<file path="src/glp_pkg.sv">
// ----------------------------------------------------------------------------
// glp_pkg: shared types and constants of the g-code line parser
// character codes, code tables, the line summary record and the status check
// ----------------------------------------------------------------------------
package glp_pkg;

	// number of parameter letters and integer digits kept for a value
	localparam int NUM_LETTERS = 26;
	localparam int LTR_W       = 5;
	localparam int MAX_DIGITS  = 9;
	localparam int ACC_W       = 30;
	localparam int SCALE_W     = 4;
	localparam int MANT_W      = 31;
	localparam int CODE_W      = 10;
	localparam int STATUS_W    = 3;
	localparam int QUEUE_DEPTH = 2;

	localparam longint ACC_MAX = (64'd1 << ACC_W) - 64'd1;

	// largest integer part: ten to the digit count minus one, capped to the accumulator
	function automatic longint mant_limit_f();
		longint p;
		p = 1;
		for (int i = 0; i < MAX_DIGITS; i++) begin
			if (p <= ACC_MAX + 64'd1) p = p * 10;
		end
		return ((p - 1) > ACC_MAX) ? ACC_MAX : (p - 1);
	endfunction

	localparam logic [ACC_W-1:0]   MANT_LIMIT = ACC_W'(mant_limit_f());
	localparam logic [SCALE_W-1:0] FRAC_CAP   = SCALE_W'(9);
	localparam logic [CODE_W-1:0]  CODE_MAX   = CODE_W'(1023);

	// character codes
	localparam logic [7:0] CH_SEMI     = 8'h3B;
	localparam logic [7:0] CH_DOT      = 8'h2E;
	localparam logic [7:0] CH_MINUS    = 8'h2D;
	localparam logic [7:0] CH_0        = 8'h30;
	localparam logic [7:0] CH_9        = 8'h39;
	localparam logic [7:0] CH_UA       = 8'h41;
	localparam logic [7:0] CH_UZ       = 8'h5A;
	localparam logic [7:0] CH_LA       = 8'h61;
	localparam logic [7:0] CH_LZ       = 8'h7A;
	localparam logic [7:0] CH_G        = 8'h47;
	localparam logic [7:0] CH_M        = 8'h4D;
	localparam logic [7:0] CH_SPACE    = 8'h20;
	localparam logic [7:0] CH_TAB      = 8'h09;
	localparam logic [7:0] CH_CR       = 8'h0D;
	localparam logic [7:0] CASE_OFFSET = 8'h20;

	// letter indexes checked for required axes
	localparam logic [LTR_W-1:0] LTR_I = LTR_W'(8);
	localparam logic [LTR_W-1:0] LTR_J = LTR_W'(9);
	localparam logic [LTR_W-1:0] LTR_X = LTR_W'(23);
	localparam logic [LTR_W-1:0] LTR_Y = LTR_W'(24);
	localparam logic [LTR_W-1:0] LTR_Z = LTR_W'(25);

	// record status codes
	localparam logic [STATUS_W-1:0] ST_OK       = 3'd0;
	localparam logic [STATUS_W-1:0] ST_BLANK    = 3'd1;
	localparam logic [STATUS_W-1:0] ST_NO_CODE  = 3'd2;
	localparam logic [STATUS_W-1:0] ST_UNSUP    = 3'd3;
	localparam logic [STATUS_W-1:0] ST_MISSING  = 3'd4;

	// g codes with argument rules
	localparam logic [CODE_W-1:0] G_RAPID   = 10'd0;
	localparam logic [CODE_W-1:0] G_LINEAR  = 10'd1;
	localparam logic [CODE_W-1:0] G_ARC_CW  = 10'd2;
	localparam logic [CODE_W-1:0] G_ARC_CCW = 10'd3;
	localparam logic [CODE_W-1:0] G_SET_POS = 10'd92;

	// supported code tables
	localparam int G_CNT = 10;
	localparam int M_CNT = 5;
	localparam logic [CODE_W-1:0] G_CODES [G_CNT] = '{
		10'd0, 10'd1, 10'd2, 10'd3, 10'd4, 10'd21, 10'd28, 10'd90, 10'd91, 10'd92
	};
	localparam logic [CODE_W-1:0] M_CODES [M_CNT] = '{
		10'd0, 10'd1, 10'd2, 10'd30, 10'd112
	};

	// summary of one finished line
	typedef struct packed {
		logic                   started;
		logic                   code_found;
		logic                   code_is_m;
		logic [CODE_W-1:0]      code_value;
		logic [NUM_LETTERS-1:0] present;
	} line_desc_t;

	// one stored parameter value
	typedef struct packed {
		logic               neg;
		logic [ACC_W-1:0]   acc;
		logic [SCALE_W-1:0] scale;
	} param_word_t;

	// write into the parameter store
	typedef struct packed {
		logic             we;
		logic [LTR_W-1:0] addr;
		param_word_t      data;
	} param_wr_t;

	// line check against code tables and required axes
	function automatic logic [STATUS_W-1:0] line_status(line_desc_t d);
		logic g_ok;
		logic m_ok;
		logic has_xyz;
		logic has_xy;
		logic has_ij;
		logic [STATUS_W-1:0] st;
		g_ok = 1'b0;
		m_ok = 1'b0;
		for (int i = 0; i < G_CNT; i++) begin
			if (d.code_value == G_CODES[i]) g_ok = 1'b1;
		end
		for (int i = 0; i < M_CNT; i++) begin
			if (d.code_value == M_CODES[i]) m_ok = 1'b1;
		end
		has_xyz = d.present[LTR_X] | d.present[LTR_Y] | d.present[LTR_Z];
		has_xy  = d.present[LTR_X] | d.present[LTR_Y];
		has_ij  = d.present[LTR_I] | d.present[LTR_J];
		st = ST_OK;
		if (!d.started) begin
			st = ST_BLANK;
		end else if (!d.code_found) begin
			st = ST_NO_CODE;
		end else if (d.code_is_m) begin
			st = m_ok ? ST_OK : ST_UNSUP;
		end else if (!g_ok) begin
			st = ST_UNSUP;
		end else if ((d.code_value == G_RAPID || d.code_value == G_LINEAR ||
				d.code_value == G_SET_POS) && !has_xyz) begin
			st = ST_MISSING;
		end else if ((d.code_value == G_ARC_CW || d.code_value == G_ARC_CCW) &&
				(!has_xy || !has_ij)) begin
			st = ST_MISSING;
		end
		return st;
	endfunction

endpackage

</file>
<file path="src/glp_front.sv">
// ----------------------------------------------------------------------------
// glp_front: character scanner
// tokenizes the line one character a cycle while in_ready is high, keeps the code,
// writes parameter values into the store and hands a line summary to the queue at line end
// ----------------------------------------------------------------------------
module glp_front
	import glp_pkg::*;
(
	input  logic        clk,
	input  logic        arst_n,
	input  logic        in_valid,
	output logic        in_ready,
	input  logic [7:0]  in_ch,
	input  logic        in_line_end,
	input  logic        q_full,
	input  logic        line_done,
	output logic        push,
	output line_desc_t  push_desc,
	output param_wr_t   param_wr
);

	localparam logic [1:0] MODE_IDLE    = 2'd0;
	localparam logic [1:0] MODE_CODE    = 2'd1;
	localparam logic [1:0] MODE_PARAM   = 2'd2;
	localparam logic [1:0] MODE_COMMENT = 2'd3;

	logic [1:0]             mode_q, mode_n;
	logic                   neg_q, neg_n;
	logic                   dot_q, dot_n;
	logic                   stop_q, stop_n;
	logic                   run_q, run_n;
	logic                   started_q, started_n;
	logic [LTR_W-1:0]       letter_q, letter_n;
	logic [ACC_W-1:0]       acc_q, acc_n;
	logic [SCALE_W-1:0]     scale_q, scale_n;
	logic [NUM_LETTERS-1:0] present_q, present_n;
	logic                   found_q, found_n;
	logic [CODE_W-1:0]      code_q, code_n;
	logic                   is_m_q, is_m_n;
	logic                   busy_q;

	logic             accept;
	logic [7:0]       upc;
	logic             is_digit, is_dot, is_minus, is_space, is_letter;
	logic [3:0]       digit;
	logic [ACC_W+3:0] acc_nv;
	logic [13:0]      code_nv;
	logic [ACC_W-1:0] acc_b;
	logic [SCALE_W-1:0] scale_b;
	logic [CODE_W-1:0]  code_b;

	assign in_ready = !busy_q && !q_full;
	assign accept   = in_valid && in_ready;

	// character classes
	always_comb begin
		is_digit  = (in_ch >= CH_0) && (in_ch <= CH_9);
		is_dot    = (in_ch == CH_DOT);
		is_minus  = (in_ch == CH_MINUS);
		is_space  = (in_ch == CH_SPACE) || ((in_ch >= CH_TAB) && (in_ch <= CH_CR));
		upc       = ((in_ch >= CH_LA) && (in_ch <= CH_LZ)) ? (in_ch - CASE_OFFSET) : in_ch;
		is_letter = (upc >= CH_UA) && (upc <= CH_UZ);
		digit     = 4'(in_ch - CH_0);
	end

	// next scanner state
	always_comb begin
		mode_n    = mode_q;
		neg_n     = neg_q;
		dot_n     = dot_q;
		stop_n    = stop_q;
		run_n     = run_q;
		started_n = started_q;
		letter_n  = letter_q;
		acc_n     = acc_q;
		scale_n   = scale_q;
		present_n = present_q;
		found_n   = found_q;
		code_n    = code_q;
		is_m_n    = is_m_q;
		acc_b     = run_q ? acc_q : '0;
		scale_b   = run_q ? scale_q : '0;
		code_b    = run_q ? code_q : '0;
		acc_nv    = ((ACC_W+4)'(acc_b) << 3) + ((ACC_W+4)'(acc_b) << 1) + (ACC_W+4)'(digit);
		code_nv   = (14'(code_b) << 3) + (14'(code_b) << 1) + 14'(digit);
		param_wr  = '0;
		param_wr.addr = letter_q;

		if (mode_q == MODE_COMMENT) begin
			mode_n = MODE_COMMENT;
		end else if (mode_q == MODE_PARAM && (is_digit || is_dot || is_minus)) begin
			// value run character
			if (!run_q) begin
				present_n[letter_q] = 1'b1;
				neg_n  = 1'b0;
				dot_n  = 1'b0;
				stop_n = 1'b0;
				run_n  = 1'b1;
			end
			acc_n   = acc_b;
			scale_n = scale_b;
			if (!(run_q && stop_q)) begin
				if (is_minus) begin
					if (!run_q) neg_n = 1'b1;
					else stop_n = 1'b1;
				end else if (is_dot) begin
					if (run_q && dot_q) stop_n = 1'b1;
					else dot_n = 1'b1;
				end else if (!(run_q && dot_q)) begin
					if (acc_nv > (ACC_W+4)'(MANT_LIMIT)) begin
						acc_n  = MANT_LIMIT;
						stop_n = 1'b1;
					end else begin
						acc_n = acc_nv[ACC_W-1:0];
					end
				end else if ((scale_b >= FRAC_CAP) || (acc_nv > (ACC_W+4)'(MANT_LIMIT))) begin
					stop_n = 1'b1;
				end else begin
					acc_n   = acc_nv[ACC_W-1:0];
					scale_n = scale_b + 1'b1;
				end
			end
			param_wr.we         = accept;
			param_wr.data.neg   = neg_n;
			param_wr.data.acc   = acc_n;
			param_wr.data.scale = scale_n;
		end else if (mode_q == MODE_CODE && (is_digit || is_dot)) begin
			// code run character
			if (!run_q) begin
				found_n = 1'b1;
				run_n   = 1'b1;
			end
			code_n = code_b;
			if (is_dot) begin
				stop_n = 1'b1;
			end else if (!stop_q) begin
				code_n = (code_nv > 14'(CODE_MAX)) ? CODE_MAX : code_nv[CODE_W-1:0];
			end
		end else if (in_ch == CH_SEMI) begin
			mode_n = MODE_COMMENT;
		end else if (is_space) begin
			mode_n = MODE_IDLE;
		end else begin
			// token start or stray character
			started_n = 1'b1;
			neg_n     = 1'b0;
			dot_n     = 1'b0;
			stop_n    = 1'b0;
			run_n     = 1'b0;
			mode_n    = MODE_IDLE;
			if (is_letter) begin
				if (upc == CH_G || upc == CH_M) begin
					if (!found_q) begin
						mode_n = MODE_CODE;
						is_m_n = (upc == CH_M);
					end
				end else begin
					mode_n   = MODE_PARAM;
					letter_n = LTR_W'(upc - CH_UA);
				end
			end
		end
	end

	// line summary into the queue
	assign push = accept && in_line_end;
	always_comb begin
		push_desc.started    = started_n;
		push_desc.code_found = found_n;
		push_desc.code_is_m  = is_m_n;
		push_desc.code_value = code_n;
		push_desc.present    = present_n;
	end

	// scanner registers, cleared at line end
	always_ff @(posedge clk or negedge arst_n) begin
		if (!arst_n) begin
			mode_q    <= MODE_IDLE;
			neg_q     <= 1'b0;
			dot_q     <= 1'b0;
			stop_q    <= 1'b0;
			run_q     <= 1'b0;
			started_q <= 1'b0;
			letter_q  <= '0;
			acc_q     <= '0;
			scale_q   <= '0;
			present_q <= '0;
			found_q   <= 1'b0;
			code_q    <= '0;
			is_m_q    <= 1'b0;
		end else if (accept) begin
			if (in_line_end) begin
				mode_q    <= MODE_IDLE;
				neg_q     <= 1'b0;
				dot_q     <= 1'b0;
				stop_q    <= 1'b0;
				run_q     <= 1'b0;
				started_q <= 1'b0;
				letter_q  <= '0;
				acc_q     <= '0;
				scale_q   <= '0;
				present_q <= '0;
				found_q   <= 1'b0;
				code_q    <= '0;
				is_m_q    <= 1'b0;
			end else begin
				mode_q    <= mode_n;
				neg_q     <= neg_n;
				dot_q     <= dot_n;
				stop_q    <= stop_n;
				run_q     <= run_n;
				started_q <= started_n;
				letter_q  <= letter_n;
				acc_q     <= acc_n;
				scale_q   <= scale_n;
				present_q <= present_n;
				found_q   <= found_n;
				code_q    <= code_n;
				is_m_q    <= is_m_n;
			end
		end
	end

	// hold off the next line until the store has been read out
	always_ff @(posedge clk or negedge arst_n) begin
		if (!arst_n) begin
			busy_q <= 1'b0;
		end else if (push) begin
			busy_q <= 1'b1;
		end else if (line_done) begin
			busy_q <= 1'b0;
		end
	end

endmodule

</file>
<file path="src/glp_queue.sv">
// ----------------------------------------------------------------------------
// glp_queue: line summary queue
// short first-in first-out buffer between the scanner and the record emitter
// ----------------------------------------------------------------------------
module glp_queue
	import glp_pkg::*;
(
	input  logic       clk,
	input  logic       arst_n,
	input  logic       push,
	input  line_desc_t push_desc,
	input  logic       pop,
	output line_desc_t head,
	output logic       empty,
	output logic       full
);

	localparam int PTR_W = (QUEUE_DEPTH > 1) ? $clog2(QUEUE_DEPTH) : 1;
	localparam int CNT_W = $clog2(QUEUE_DEPTH + 1);

	line_desc_t       entry_q [QUEUE_DEPTH];
	logic [PTR_W-1:0] wr_ptr_q;
	logic [PTR_W-1:0] rd_ptr_q;
	logic [CNT_W-1:0] count_q;
	logic             do_push;
	logic             do_pop;

	assign empty   = (count_q == '0);
	assign full    = (count_q == CNT_W'(QUEUE_DEPTH));
	assign do_push = push && !full;
	assign do_pop  = pop && !empty;
	assign head    = entry_q[rd_ptr_q];

	// entry storage
	always_ff @(posedge clk) begin
		if (do_push) entry_q[wr_ptr_q] <= push_desc;
	end

	// pointers and fill count
	always_ff @(posedge clk or negedge arst_n) begin
		if (!arst_n) begin
			wr_ptr_q <= '0;
			rd_ptr_q <= '0;
			count_q  <= '0;
		end else begin
			if (do_push) begin
				wr_ptr_q <= (wr_ptr_q == PTR_W'(QUEUE_DEPTH - 1)) ? '0 : wr_ptr_q + 1'b1;
			end
			if (do_pop) begin
				rd_ptr_q <= (rd_ptr_q == PTR_W'(QUEUE_DEPTH - 1)) ? '0 : rd_ptr_q + 1'b1;
			end
			if (do_push && !do_pop) count_q <= count_q + 1'b1;
			else if (do_pop && !do_push) count_q <= count_q - 1'b1;
		end
	end

endmodule

</file>
<file path="src/glp_back.sv">
// ----------------------------------------------------------------------------
// glp_back: record emitter
// checks each queued line, walks the present letters of an OK line in order, reads the
// parameter store and drives the output register
// ----------------------------------------------------------------------------
module glp_back
	import glp_pkg::*;
(
	input  logic                clk,
	input  logic                arst_n,
	input  param_wr_t           param_wr,
	input  line_desc_t          head,
	input  logic                q_empty,
	output logic                pop,
	output logic                line_done,
	output logic                out_valid,
	input  logic                out_ready,
	output logic [STATUS_W-1:0] out_status,
	output logic                out_code_kind,
	output logic [CODE_W-1:0]   out_code_number,
	output logic [LTR_W-1:0]    out_letter,
	output logic                out_letter_valid,
	output logic [MANT_W-1:0]   out_mantissa,
	output logic [SCALE_W-1:0]  out_frac_digits,
	output logic                out_last
);

	param_word_t mem_q [NUM_LETTERS];

	// line being emitted
	logic                   emit_q;
	logic                   single_q;
	logic [NUM_LETTERS-1:0] mask_q;
	logic [STATUS_W-1:0]    status_q;
	logic                   kind_q;
	logic [CODE_W-1:0]      num_q;

	// read stage
	logic                s1_valid_q;
	logic [STATUS_W-1:0] status_s1;
	logic                kind_s1;
	logic [CODE_W-1:0]   num_s1;
	logic [LTR_W-1:0]    letter_s1;
	logic                lvalid_s1;
	logic                last_s1;
	param_word_t         rd_s1;

	// output register
	logic                out_valid_q;
	logic [STATUS_W-1:0] status_q2;
	logic                kind_q2;
	logic [CODE_W-1:0]   num_q2;
	logic [LTR_W-1:0]    letter_q2;
	logic                lvalid_q2;
	logic [MANT_W-1:0]   mant_q2;
	logic [SCALE_W-1:0]  scale_q2;
	logic                last_q2;

	logic [STATUS_W-1:0]    head_status;
	logic                   head_codes;
	logic                   adv_out;
	logic                   move;
	logic                   issue;
	logic                   issue_last;
	logic [LTR_W-1:0]       pick;
	logic [NUM_LETTERS-1:0] mask_rest;
	logic [MANT_W-1:0]      mag;

	// parameter store
	always_ff @(posedge clk) begin
		if (param_wr.we) mem_q[param_wr.addr] <= param_wr.data;
	end

	// line classification at the queue head
	assign head_status = line_status(head);
	assign head_codes  = (head_status == ST_OK) || (head_status == ST_UNSUP) ||
		(head_status == ST_MISSING);
	assign pop = !emit_q && !q_empty;

	// lowest present letter
	always_comb begin
		pick = '0;
		for (int i = NUM_LETTERS - 1; i >= 0; i--) begin
			if (mask_q[i]) pick = LTR_W'(i);
		end
		mask_rest = mask_q;
		mask_rest[pick] = 1'b0;
	end

	// issue and advance control
	assign adv_out    = !out_valid_q || out_ready;
	assign move       = s1_valid_q && adv_out;
	assign issue      = emit_q && (!s1_valid_q || adv_out);
	assign issue_last = single_q || (mask_rest == '0);
	assign line_done  = issue && issue_last;

	// line registers
	always_ff @(posedge clk or negedge arst_n) begin
		if (!arst_n) begin
			emit_q   <= 1'b0;
			single_q <= 1'b0;
			mask_q   <= '0;
		end else if (pop) begin
			emit_q   <= 1'b1;
			single_q <= (head_status != ST_OK) || (head.present == '0);
			mask_q   <= (head_status == ST_OK) ? head.present : '0;
		end else if (issue) begin
			mask_q <= mask_rest;
			if (issue_last) emit_q <= 1'b0;
		end
	end

	always_ff @(posedge clk) begin
		if (pop) begin
			status_q <= head_status;
			kind_q   <= head_codes ? head.code_is_m : 1'b0;
			num_q    <= head_codes ? head.code_value : '0;
		end
	end

	// read stage
	always_ff @(posedge clk or negedge arst_n) begin
		if (!arst_n) begin
			s1_valid_q <= 1'b0;
		end else if (issue) begin
			s1_valid_q <= 1'b1;
		end else if (move) begin
			s1_valid_q <= 1'b0;
		end
	end

	always_ff @(posedge clk) begin
		if (issue) begin
			status_s1 <= status_q;
			kind_s1   <= kind_q;
			num_s1    <= num_q;
			letter_s1 <= pick;
			lvalid_s1 <= !single_q;
			last_s1   <= issue_last;
			rd_s1     <= mem_q[pick];
		end
	end

	// signed mantissa from the stored magnitude
	always_comb begin
		mag = {1'b0, rd_s1.acc};
		if (rd_s1.neg) mag = MANT_W'(0) - mag;
	end

	// output register
	always_ff @(posedge clk or negedge arst_n) begin
		if (!arst_n) begin
			out_valid_q <= 1'b0;
		end else if (move) begin
			out_valid_q <= 1'b1;
		end else if (out_ready) begin
			out_valid_q <= 1'b0;
		end
	end

	always_ff @(posedge clk) begin
		if (move) begin
			status_q2 <= status_s1;
			kind_q2   <= kind_s1;
			num_q2    <= num_s1;
			letter_q2 <= lvalid_s1 ? letter_s1 : '0;
			lvalid_q2 <= lvalid_s1;
			mant_q2   <= lvalid_s1 ? mag : '0;
			scale_q2  <= lvalid_s1 ? rd_s1.scale : '0;
			last_q2   <= last_s1;
		end
	end

	assign out_valid        = out_valid_q;
	assign out_status       = status_q2;
	assign out_code_kind    = kind_q2;
	assign out_code_number  = num_q2;
	assign out_letter       = letter_q2;
	assign out_letter_valid = lvalid_q2;
	assign out_mantissa     = mant_q2;
	assign out_frac_digits  = scale_q2;
	assign out_last         = last_q2;

endmodule

</file>
<file path="src/gcode_line_parser_unit.sv">
// ----------------------------------------------------------------------------
// gcode_line_parser_unit: one character a cycle while a line is scanned; first record
// via queue, line, read and output registers, then one record a cycle while m_tready
// is high; next line accepted once the parameter store has been read for the last record
// asynchronous reset clears control state; the parameter store is not cleared
// ----------------------------------------------------------------------------
module gcode_line_parser_unit
	import glp_pkg::*;
(
	input  logic        clk,
	input  logic        arst_n,
	input  logic        s_tvalid,
	output logic        s_tready,
	input  logic [7:0]  s_tdata,   // [7:0] ch
	input  logic        s_tlast,   // line_end
	output logic        m_tvalid,
	input  logic        m_tready,
	output logic [55:0] m_tdata,   // [9:0] code_number, [14:10] letter, [45:15] mantissa,
	                               // [49:46] frac_digits, [55:50] zero
	output logic [4:0]  m_tuser,   // [2:0] status, [3] code_kind, [4] letter_valid
	output logic        m_tlast    // last
);

	logic       q_full;
	logic       q_empty;
	logic       push;
	logic       pop;
	logic       line_done;
	line_desc_t push_desc;
	line_desc_t head;
	param_wr_t  param_wr;

	logic [STATUS_W-1:0] status;
	logic                code_kind;
	logic [CODE_W-1:0]   code_number;
	logic [LTR_W-1:0]    letter;
	logic                letter_valid;
	logic [MANT_W-1:0]   mantissa;
	logic [SCALE_W-1:0]  frac_digits;

	// scanner
	glp_front u_front (
		.clk         (clk),
		.arst_n      (arst_n),
		.in_valid    (s_tvalid),
		.in_ready    (s_tready),
		.in_ch       (s_tdata),
		.in_line_end (s_tlast),
		.q_full      (q_full),
		.line_done   (line_done),
		.push        (push),
		.push_desc   (push_desc),
		.param_wr    (param_wr)
	);

	// line summary queue
	glp_queue u_queue (
		.clk       (clk),
		.arst_n    (arst_n),
		.push      (push),
		.push_desc (push_desc),
		.pop       (pop),
		.head      (head),
		.empty     (q_empty),
		.full      (q_full)
	);

	// record emitter
	glp_back u_back (
		.clk              (clk),
		.arst_n           (arst_n),
		.param_wr         (param_wr),
		.head             (head),
		.q_empty          (q_empty),
		.pop              (pop),
		.line_done        (line_done),
		.out_valid        (m_tvalid),
		.out_ready        (m_tready),
		.out_status       (status),
		.out_code_kind    (code_kind),
		.out_code_number  (code_number),
		.out_letter       (letter),
		.out_letter_valid (letter_valid),
		.out_mantissa     (mantissa),
		.out_frac_digits  (frac_digits),
		.out_last         (m_tlast)
	);

	// output packing
	assign m_tdata = {6'd0, frac_digits, mantissa, letter, code_number};
	assign m_tuser = {letter_valid, code_kind, status};

endmodule
</file>
<file path="config.mk">
export PLATFORM = sky130hd
export DESIGN_NAME = gcode_line_parser_unit
export DESIGN_NICKNAME = d
export VERILOG_FILES = /design/src/glp_pkg.sv /design/src/glp_front.sv /design/src/glp_queue.sv /design/src/glp_back.sv /design/src/gcode_line_parser_unit.sv
export SDC_FILE = /design/constraint.sdc
export NUM_CORES = 2
export LEC_CHECK = 0
export BUFFER_PORTS_ARGS = -buffer_cell sky130_fd_sc_hd__buf_2
export CORE_ASPECT_RATIO = 0.6
export CORE_UTILIZATION = 25
export DETAILED_ROUTE_END_ITERATION = 10
export SKIP_CTS_REPAIR_TIMING = 1
export SYNTH_ARGS = -nofsm -noshare
export SYNTH_HDL_FRONTEND = slang
export SYNTH_SLANG_ARGS = --single-unit
</file>
<file path="constraint.sdc">
create_clock -name clk -period 20.6 [get_ports clk]
set_input_delay 4.12 -clock clk [delete_from_list [all_inputs] [get_ports clk]]
set_output_delay 4.12 -clock clk [all_outputs]
set_load 0.005 [all_outputs]
</file>
==> results_dict.tcl <==
set metrics [dict create \
    status "finished clean" \
    fp.dieW_um 603.9 \
    wire_per_inst_um 24.35 \
    synth_edf_count 1114 \
    cts_buffers 106 \
    use_met2_pct 20.49 \
    setup_viol_count_final 0 \
    p_leak_nw 21.60 \
    cts_root_buf "clkbuf_16" \
    routed_via_density 5.133 \
    synth.top_cell.area_share_pct 61.55 \
    ys_types 102 \
    slowest_delay_ns 1.07 \
    grt_pass1_vias 33350 \
    seq_area_frac_synth_pct 67.03 \
    dieHeight_um 363.2 \
    finalPower_w 0.008191 \
    critPathKind "in2reg" \
    drtAntennaViolNets 0 \
    grt_usage_pct 15.43 \
    irDropWorstVdd_uv 115.0 \
    cts.clk_slew.worst_paths_ns 0.07 \
    p_per_area_nw_per_um2 132.1 \
    skew_ns 0.06438 \
    hp-class "reg2reg" \
    synthToLayoutAreaGrowth_pct 14.09 \
    grt_pass1_wl_um 247300 \
    synth-async-reset-ratio_pct 9.651 \
    yosys.area.top_type "edfxtp_1" \
    worst_pin_slew_ns 1.365 \
    core.rowCount 132 \
    end_kind "flop" \
    hold_viol 0 \
    regArea_um2 36430 \
    hpwlAfterDp_um 103700 \
    final_nets 4328 \
    ys.flop_type "edfxtp_1" \
    drv_cap 0 \
    multi_input_area_um2 17060 \
    crit_top_cell "fa_1" \
    slew_viol_final 0 \
    netlist_top_cells_count "edfxtp_1, nand2_1, clkbuf_1" \
    grtUsageMet1_pct 23.76 \
    overflow 0 \
    grt_max_degree 95 \
    avgSynthCellArea_um2 12.92 \
    top_level_ports 77 \
    antenna_found_initial 13 \
    path_delay_family "compound AO/OA/AOI/OAI gates" \
    cts_tree "done" \
    cp_num_cells 15 \
    rr_worst_depth 15 \
    busiest_layer "met1" \
    cts_max_path_buffers 3 \
    synth.most_common_cell "edfxtp_1" \
    hold_depth 0 \
    fill_cells 21730 \
    first_pass_iters 6 \
    crit_path_start_kind "input port" \
    clock.fmax_mhz 108.1 \
    place.port_buffers 70 \
    die_area_um2 219300 \
    worstPathMaxFanout 26 \
    synth_area_leaders "edfxtp_1, dfrtp_1, nand2_1" \
    clk_latency_ns 0.74 \
    rsz0062_at_grt "false" \
    cts_sinks 1233 \
    arrival_ns 9.61 \
    wl_um 175400 \
    core_um2 215900 \
    place_congestion 0.9557 \
    fin_crit_ns 9.249 \
    initial_utilization_pct 25.18 \
    critical_path_required_ns 20.96 \
    vias 36980 \
    crit_buf_inv 2 \
    drt_iter0_markers 4976 \
    drc 0 \
    ys_ff_latch 1233 \
    syn_area_um2 54350 \
    synth_warnings 0 \
    cp_cell_sequence "buf_2 -> fa_1 -> inv_1 -> fa_1 -> nor2b_4 -> o2111a_2 -> o311a_4 -> o311ai_4 -> mux2_2 -> nor4b_1 -> and4b_1 -> o21a_2 -> a31o_1 -> nand3_2 -> a21oi_2" \
    h-tree-depth 3 \
    slowest_stage "a21oi_2" \
    slew_headroom_pct 8.725 \
    tns_ns 0 \
    min_period_over_period_pct 44.90 \
    drive_above_1_share_pct 10.58 \
    synth_cells 4207 \
    grt_use_met3_pct 5.331 \
]
[worst reg2reg max path: cells and delay by family (launching register included)]
family                   cells  cell delay, ns
AO/OA/AOI/OAI                6            3.39
flip-flops                   1            0.35
buffers and inverters        1            0.51
AND/OR/NAND/NOR              6            1.95
adder cells (fa/ha/maj)      2            0.76
[state kept, by name (all words and copies together), names as in the netlist, 2 cells and up]
name and count:
u_back.mem_q 910, u_queue.entry_q 78, u_back.rd_s1 35, u_back.out_mantissa 31
u_front.acc_q 30, u_back.mask_q 26, u_front.present_q 26, u_back.num_q 10
u_back.num_s1 10, u_back.out_code_number 10, u_front.code_q 10, u_back.letter_s1 5
u_back.out_letter 5, u_front.letter_q 5, u_back.out_frac_digits 4, u_front.scale_q 4
u_back.out_status 3, u_back.status_q 3, u_back.status_s1 3, u_front.mode_q 2
u_queue.count_q 2
[routing by layer]
metal / vias up / wire (µm)
met5: - / 340
met4: 8 / 2938
met3: 202 / 21740
met2: 1967 / 67860
met1: 18730 / 82560
li1: 16060 / -
[per-stage QoR]
step,hold WS (ns),utilization [%],area [µm²],instances,worst slack [ns]
floorplan,0.4003,-,54370,4212,11.33
global placement,0.4076,27.09,58470,6994,10.88
detailed placement,0.4045,27.09,58470,6994,10.79
CTS,0.4172,28.71,61980,7192,11.57
global route,0.4209,28.71,61980,7192,11.19
finish,0.4160,28.73,62010,7204,11.35
[final timing paths]
path	slack, ns	start	endpoint
worst max-delay path	11.35	s_tdata[3]	u_back.mem_q[13][28]
worst min-delay path	0.42	u_back.num_q[3]	u_back.num_s1[3]
worst max register to register	13.28	u_front.run_q	u_back.mem_q[13][28]
worst min register to register	0.42	u_back.num_q[3]	u_back.num_s1[3]
max in group asynchronous	15.61	arst_n	u_queue.rd_ptr_q
min in group asynchronous	3.49	arst_n	u_front.code_q[5]
[cell usage in the layout (no fill, tap or decap), types with 16 or more instances in the layout]
| master | netlist | layout |
|---|---|---|
| nor2b_1 | 183 | 182 |
| inv_1 | 62 | 60 |
| a21oi_1 | 116 | 107 |
| a21o_1 | 42 | 42 |
| clkbuf_16 | 0 | 108 |
| a311o_1 | 65 | 65 |
| a211oi_1 | 180 | 179 |
| nand4_1 | 51 | 51 |
| a31oi_1 | 106 | 106 |
| o211ai_1 | 30 | 30 |
| a22o_1 | 16 | 16 |
| a311oi_1 | 49 | 49 |
| edfxtp_1 | 1114 | 1114 |
| mux2i_1 | 83 | 83 |
| nand3_1 | 75 | 74 |
| o31ai_1 | 16 | 16 |
| xnor2_1 | 46 | 46 |
| dfrtp_1 | 119 | 118 |
| buf_4 | 8 | 104 |
| clkbuf_1 | 225 | 26 |
| o21ai_0 | 110 | 110 |
| clkinv_2 | 0 | 20 |
| buf_2 | 13 | 69 |
| a221oi_1 | 36 | 36 |
| nor4_1 | 26 | 25 |
| and2_1 | 82 | 81 |
| nor2_4 | 0 | 28 |
| o211a_1 | 33 | 33 |
| ha_1 | 90 | 90 |
| nand2b_1 | 17 | 16 |
| nand2_1 | 666 | 664 |
| clkinv_1 | 1 | 21 |
| nor3_1 | 46 | 38 |
| nor2_1 | 179 | 150 |
[report_power, final]
part           internal (W)  total [W]  switching [W]  leakage [nW]
Clock               0.00110    0.00206       0.000958          1.70
Sequential          0.00296    0.00308       0.000120          11.9
Combinational      0.000763    0.00306        0.00229          7.96
Total               0.00482    0.00819        0.00337          21.6
[logic make-up after synthesis]
kind of cell	share of synthesized area (%)
buffers and inverters	2.447
other	0.006900
adders and majority gates	2.219
xor gates and xnor gates	0.9830
AOI/OAI and AO/OA	13.24
muxes	1.715
DFF	67.03
and+or+nand+nor	12.36
[area by class of cell]
type                       count  area share (%)
antenna                       12         0.04843
sequential                  1233           58.75
tap                         2881           5.813
multi-input combinational   2643           27.51
timing repair buffer         173           1.816
clock inverter                61           1.078
clock buffer                 137           4.583
inverter                      64          0.4015
Note: power is estimated with default switching activity, not from simulation.
